**config.mk**
```make
export PLATFORM = sky130hd
export DESIGN_NAME = satlb_row_eval
export DESIGN_NICKNAME = d
export VERILOG_FILES = /design/src/rtl/satlb_pkg.sv /design/src/rtl/satlb_row_eval.sv
export SDC_FILE = /design/constraint.sdc
export NUM_CORES = 1
export LEC_CHECK = 0
export BUFFER_PORTS_ARGS = -buffer_cell sky130_fd_sc_hd__clkbuf_2
export CELL_PAD_IN_SITES_DETAIL_PLACEMENT = 1
export CELL_PAD_IN_SITES_GLOBAL_PLACEMENT = 1
export CORE_MARGIN = 3
export CORE_UTILIZATION = 33
export DETAILED_ROUTE_END_ITERATION = 10
export GPL_TIMING_DRIVEN = 0
export PLACE_DENSITY_LB_ADDON = 0.1
export SLEW_MARGIN = 20
export SYNTH_ARGS = -nofsm -noshare
export SYNTH_HDL_FRONTEND = slang
export SYNTH_SLANG_ARGS = --single-unit
```
**constraint.sdc**
```tcl
create_clock -name vclk -period 2.15
set_input_delay 0.3225 -clock vclk [all_inputs]
set_output_delay 0.3225 -clock vclk [all_outputs]
set_load 0.01 [all_outputs]
```
**src/rtl/satlb_pkg.sv**
```systemverilog
package satlb_pkg;

    // geometry
    localparam int SETS        = 64;
    localparam int WAYS        = 4;
    localparam int PAGE_SHIFT  = 12;
    localparam int ADDR_BITS   = 48;
    localparam int REGION_BITS = 16;
    localparam int LEN_BITS    = 32;
    localparam int ACT_BITS    = 2;

    localparam int SET_BITS  = $clog2(SETS);
    localparam int WAY_BITS  = $clog2(WAYS);
    localparam int PAGE_BITS = ADDR_BITS - PAGE_SHIFT;

    // action codes
    localparam logic [ACT_BITS-1:0] ACT_LOOKUP = 2'd0;
    localparam logic [ACT_BITS-1:0] ACT_FILL   = 2'd1;
    localparam logic [ACT_BITS-1:0] ACT_EVICT  = 2'd2;

    typedef logic [PAGE_BITS-1:0] t_page;

    // one memory row holds a whole set plus its clock pointer
    typedef struct packed {
        logic [WAY_BITS-1:0]                ptr;
        logic [WAYS-1:0][REGION_BITS-1:0]   regions;
        logic [WAYS-1:0][PAGE_BITS-1:0]     tags;
    } t_row;

    // what the row evaluator needs besides the row
    typedef struct packed {
        t_page               page;
        t_page               first_page;
        t_page               last_page;
        logic [WAY_BITS-1:0] ptr;
        logic [WAYS-1:0]     valid;
    } t_ctx;

    // what the row evaluator reports
    typedef struct packed {
        logic                   hit;
        logic [REGION_BITS-1:0] region;
        logic [WAY_BITS-1:0]    fill_way;
        logic [WAYS-1:0]        evict_hits;
    } t_eval;

endpackage

```
**src/rtl/satlb_row_eval.sv**
```systemverilog
module satlb_row_eval (
    input  satlb_pkg::t_row  i_row,
    input  satlb_pkg::t_ctx  i_ctx,
    output satlb_pkg::t_eval o_eval
);
    import satlb_pkg::*;

    // tag match, victim choice and range compare over the ways of one set
    always_comb begin
        o_eval = '0;

        // lowest matching way wins, so scan from the top down
        for (int k = WAYS - 1; k >= 0; k--) begin
            if (i_ctx.valid[k] && (i_row.tags[k] == i_ctx.page)) begin
                o_eval.hit    = 1'b1;
                o_eval.region = i_row.regions[k];
            end
        end

        // first free way from the clock pointer, else the pointer itself
        o_eval.fill_way = i_ctx.ptr;
        for (int k = WAYS - 1; k >= 0; k--) begin
            if (!i_ctx.valid[WAY_BITS'(int'(i_ctx.ptr) + k)]) begin
                o_eval.fill_way = WAY_BITS'(int'(i_ctx.ptr) + k);
            end
        end

        // pages inside the evict range
        for (int k = 0; k < WAYS; k++) begin
            o_eval.evict_hits[k] = i_ctx.valid[k]
                                 && (i_row.tags[k] >= i_ctx.first_page)
                                 && (i_row.tags[k] <= i_ctx.last_page);
        end
    end

endmodule

```
# ---- Yosys cells after proc, flatten, opt, wreduce, memory -nomap -nowiden
# Cells that the tools add are included.
dict set report classes {
  n_addsub 3
  magnitude_cmp 12
  n_eq_ne 4
  n_mux 20
  reduce_logical 12
}
# operator n
set ops {}
lappend ops {{== test 36 bit} 4}
lappend ops {{>= comparator 36 bit} 4}
lappend ops {{less-or-equal comparator 36 bit} 4}
lappend ops {{two-way mux 17 bit} 4}
lappend ops {{< comparator 2 x 4 -> 1 bit (second input constant)} 4}
lappend ops {{logical AND 1 bit} 12}
lappend ops {{binary-select mux 1 bit (select 2 bit)} 4}
lappend ops {{two-way mux 1 bit} 8}
lappend ops {{two-way mux 2 bit} 4}
lappend ops {{adder 2 bit (second input constant)} 2}
lappend ops {{adder 2 x 1 -> 2 bit (second input constant)} 1}
dict set report totals {
  regBits 0
  in_bits 324
  output_inout_bits 23
  word_cells 51
}

# ---- Longest topological paths before layout
dict set report depth {
  word_depth 8
  depth_mapped 10
  ltp_nobuf 9
}

# ---- Least setup slack after synthesis
# Ideal clock, no wire load.
dict set report synth_timing {
  path_kind {input -> output}
  from {input i_ctx[51] (netlist name)}
  to {output o_eval[3] (netlist name)}
  arrival_ps 2031
  t_required_ps 1827
  slack_ps -204
  stages 9
  path_buffers 0
  cell_sequence {inv_1 -> ha_1 -> a21oi_1 -> o21ai_0 -> a41oi_1 -> nor3_1 -> a21oi_1 -> or4b_2 -> a22oi_1}
}
# item line_no
set synth_lines {}
lappend synth_lines {{start: declaration} satlb_row_eval.sv:3} ;# input satlb_pkg::t_ctx i_ctx,
lappend synth_lines {{end: declaration} satlb_row_eval.sv:4} ;# output satlb_pkg::t_eval o_eval

==> flow_summary.ini <==
[status]
status = complete, but fails checks
violations = negative setup slack

[yosys]
yosys_warnings = 0
syn_inst = 1120
ys_seq_area_frac = 0
synth_fp_nets = 1732
synth_cell_type_count = 53
syn_area_um2 = 8717
avgSynthCellArea_um2 = 7.783

[drt]
ant_nets = 0
viasPerCell = 5.851
vias = 10600
drt-initial-drc-count = 589
drtPass1Iterations = 5
drt-wirelength-per-cell_um = 25.72
routed_wl_um = 46580
drc = 0

[floorplan]
die_area_um2 = 28400
core_area_um2 = 25540
rows = 58
die_x_um = 168.5
ios = 347
die_h_um = 168.5
start_util = 0.3413

[cells_and_area]
fin_cells = 1811
ff_latch_area_um2 = 0
post-route-util = 0.4983
multi_input_area_um2 = 9664
seq_cell_count = 0
drive_above_1_share = 0.3856
clock_buffers = 0
syn2layout_area_growth_pct = 46.02
antenna_cells = 0
nFillCells = 3113
nets = 2095

[min_path]
hp-start = i_ctx[3]
hp-class = in2out
min_to = o_eval[4]
hold_depth = 3

[sta]
finalCritPeriodShare = 1.335
final_max_slew_viol_count = 0
slew_headroom = 0.5918
rsz0062_at_grt = yes
layout_min_cycle_time_ns = 2.869
setup_ws_ns = -0.7195
setup_viol_count_final = 21
max_freq_mhz = 348.5
worst_pin_slew_ns = 0.6108
hold_viol = 0

[global_routing]
grtUsageTotal = 0.3108
grt_pass1_wl_um = 67810
grt_start_max_net_pins = 11
antenna_found_initial = 0
grt_pass1_vias = 11210
overflow = 0

[placed_design]
placed_cells = 1793
gp_congestion = 0.9607
numPortBuffers = 343
hpwl_um = 40700

[power]
ir_worst_vdd_v = 0.0001143
power.density_nw_per_um2 = 212.1
power.leakage_nw = 6.462

[flow_run]
drv_cap = 0

[setup_path]
cp_data_arrival_time_ns = 2.55
critPathCaptureType = primary output
critPathMaxFanout = 4
startpoint_type = input pin
crit_required_ns = 1.83
crit_type = in2out

[clock_network]
ctsHoldBuffers = 0
## critical path: stages
cell and delay (ns):
clkbuf_2 0.07, inv_1 0.12, ha_1 0.31, nand2_1 0.09
o41ai_4 0.56, a21oi_2 0.19, or4b_4 0.50, a22oi_2 0.19
clkbuf_2 0.18
## cells in the mapped netlist (all sizes together), types with 5 or more instances
cell type    n  area share
nand3       16      0.0092
ha         288        0.41
a211oi      15       0.013
o21a        17       0.015
nand2       56       0.024
and4         5      0.0050
a21oi      103       0.063
nor2b       12      0.0086
clkbuf       6      0.0026
nand2b       5      0.0036
nor3         7      0.0040
nor4        25       0.019
o21ai       75       0.043
a21o        55       0.047
inv         99       0.043
nor2        33       0.014
o211ai       6      0.0052
xnor2       98       0.098
xor2        43       0.043
a221o        6      0.0069
buf          9      0.0066
nand4       92       0.066
## per-layer routing
| metal | up-vias | GRT usage | part of all wire |
|---|---|---|---|
| met5 | - | 0 | 0 |
| met4 | 0 | 0.09925 | 0.040 |
| met3 | 89 | 0.02639 | 0.055 |
| met2 | 441 | 0.5676 | 0.49 |
| met1 | 5103 | 0.3854 | 0.41 |
| li1 | 4964 | - | - |
## power by group
| group | switching [W] | internal (W) |
|---|---|---|
| sequential | 0 | 0 |
| combinational | 0.00155 | 0.00115 |
| clock | 0 | 0 |
## cell families after synthesis
logic type      after synthesis  share of synthesized area
fa+ha+maj                   288                     0.4134
buf+inv                     114                    0.05182
mux                           4                   0.004880
xor+xnor                    141                     0.1417
compound gates              309                     0.2235
simple gates                264                     0.1648
## cell usage in the layout (no fill, tap or decap), types with 18 or more instances in the layout
cell	instances
buf_4	18
ha_1	261
ha_4	26
inv_2	25
clkbuf_2	310
nand4_1	92
a21oi_2	20
o21ai_0	58
a21o_1	55
xnor2_1	66
nor2_1	33
xnor2_2	22
xor2_1	35
inv_1	67
clkbuf_8	18
nand2_1	56
a21oi_1	72
## area by class of cell
type	count	share of cell area
Buffer	13	0.008454
Inverter	99	0.03096
Multi-Input combinational cell	1006	0.7593
Tap cell	330	0.03244
Timing Repair Buffer	363	0.1689
## worst max path at each step
stage               startpoint        end  slack, ns  cells past startpoint
CTS                 i_row[108]  o_eval[3]      -0.67                     11
global placement    i_row[108]  o_eval[3]      -1.46                     11
global route         i_ctx[39]  o_eval[3]      -0.76                      9
detailed placement  i_row[108]  o_eval[3]      -1.48                     11
floorplan           i_row[108]  o_eval[3]      -0.10                      9
finish               i_ctx[46]  o_eval[3]      -0.72                      9
## stage by stage
stage          area, um^2  power [W]  hold WS, ns  TNS (ns)  setup WS (ns)
6_report            12730   0.002700       0.9244    -10.94        -0.7195
3_5_place_dp        11040   0.002235       0.9258    -21.66         -1.478
2_1_floorplan        8912   0.001167       0.7467   -0.4545        -0.1028
5_1_grt             12730   0.002921       0.9485    -13.02        -0.7554
3_3_place_gp        11040   0.002161       0.9204    -21.39         -1.463
4_1_cts             12420   0.002541       0.9273    -9.936        -0.6686
## repair_timing
item,4_1_cts,5_1_grt
gates cloned,1,0
gates resized for setup,228,60
setup endpoints to repair,21,21
setup buffers,15,4
pin swaps,70,30
Note: power is estimated with default switching activity, not from simulation.
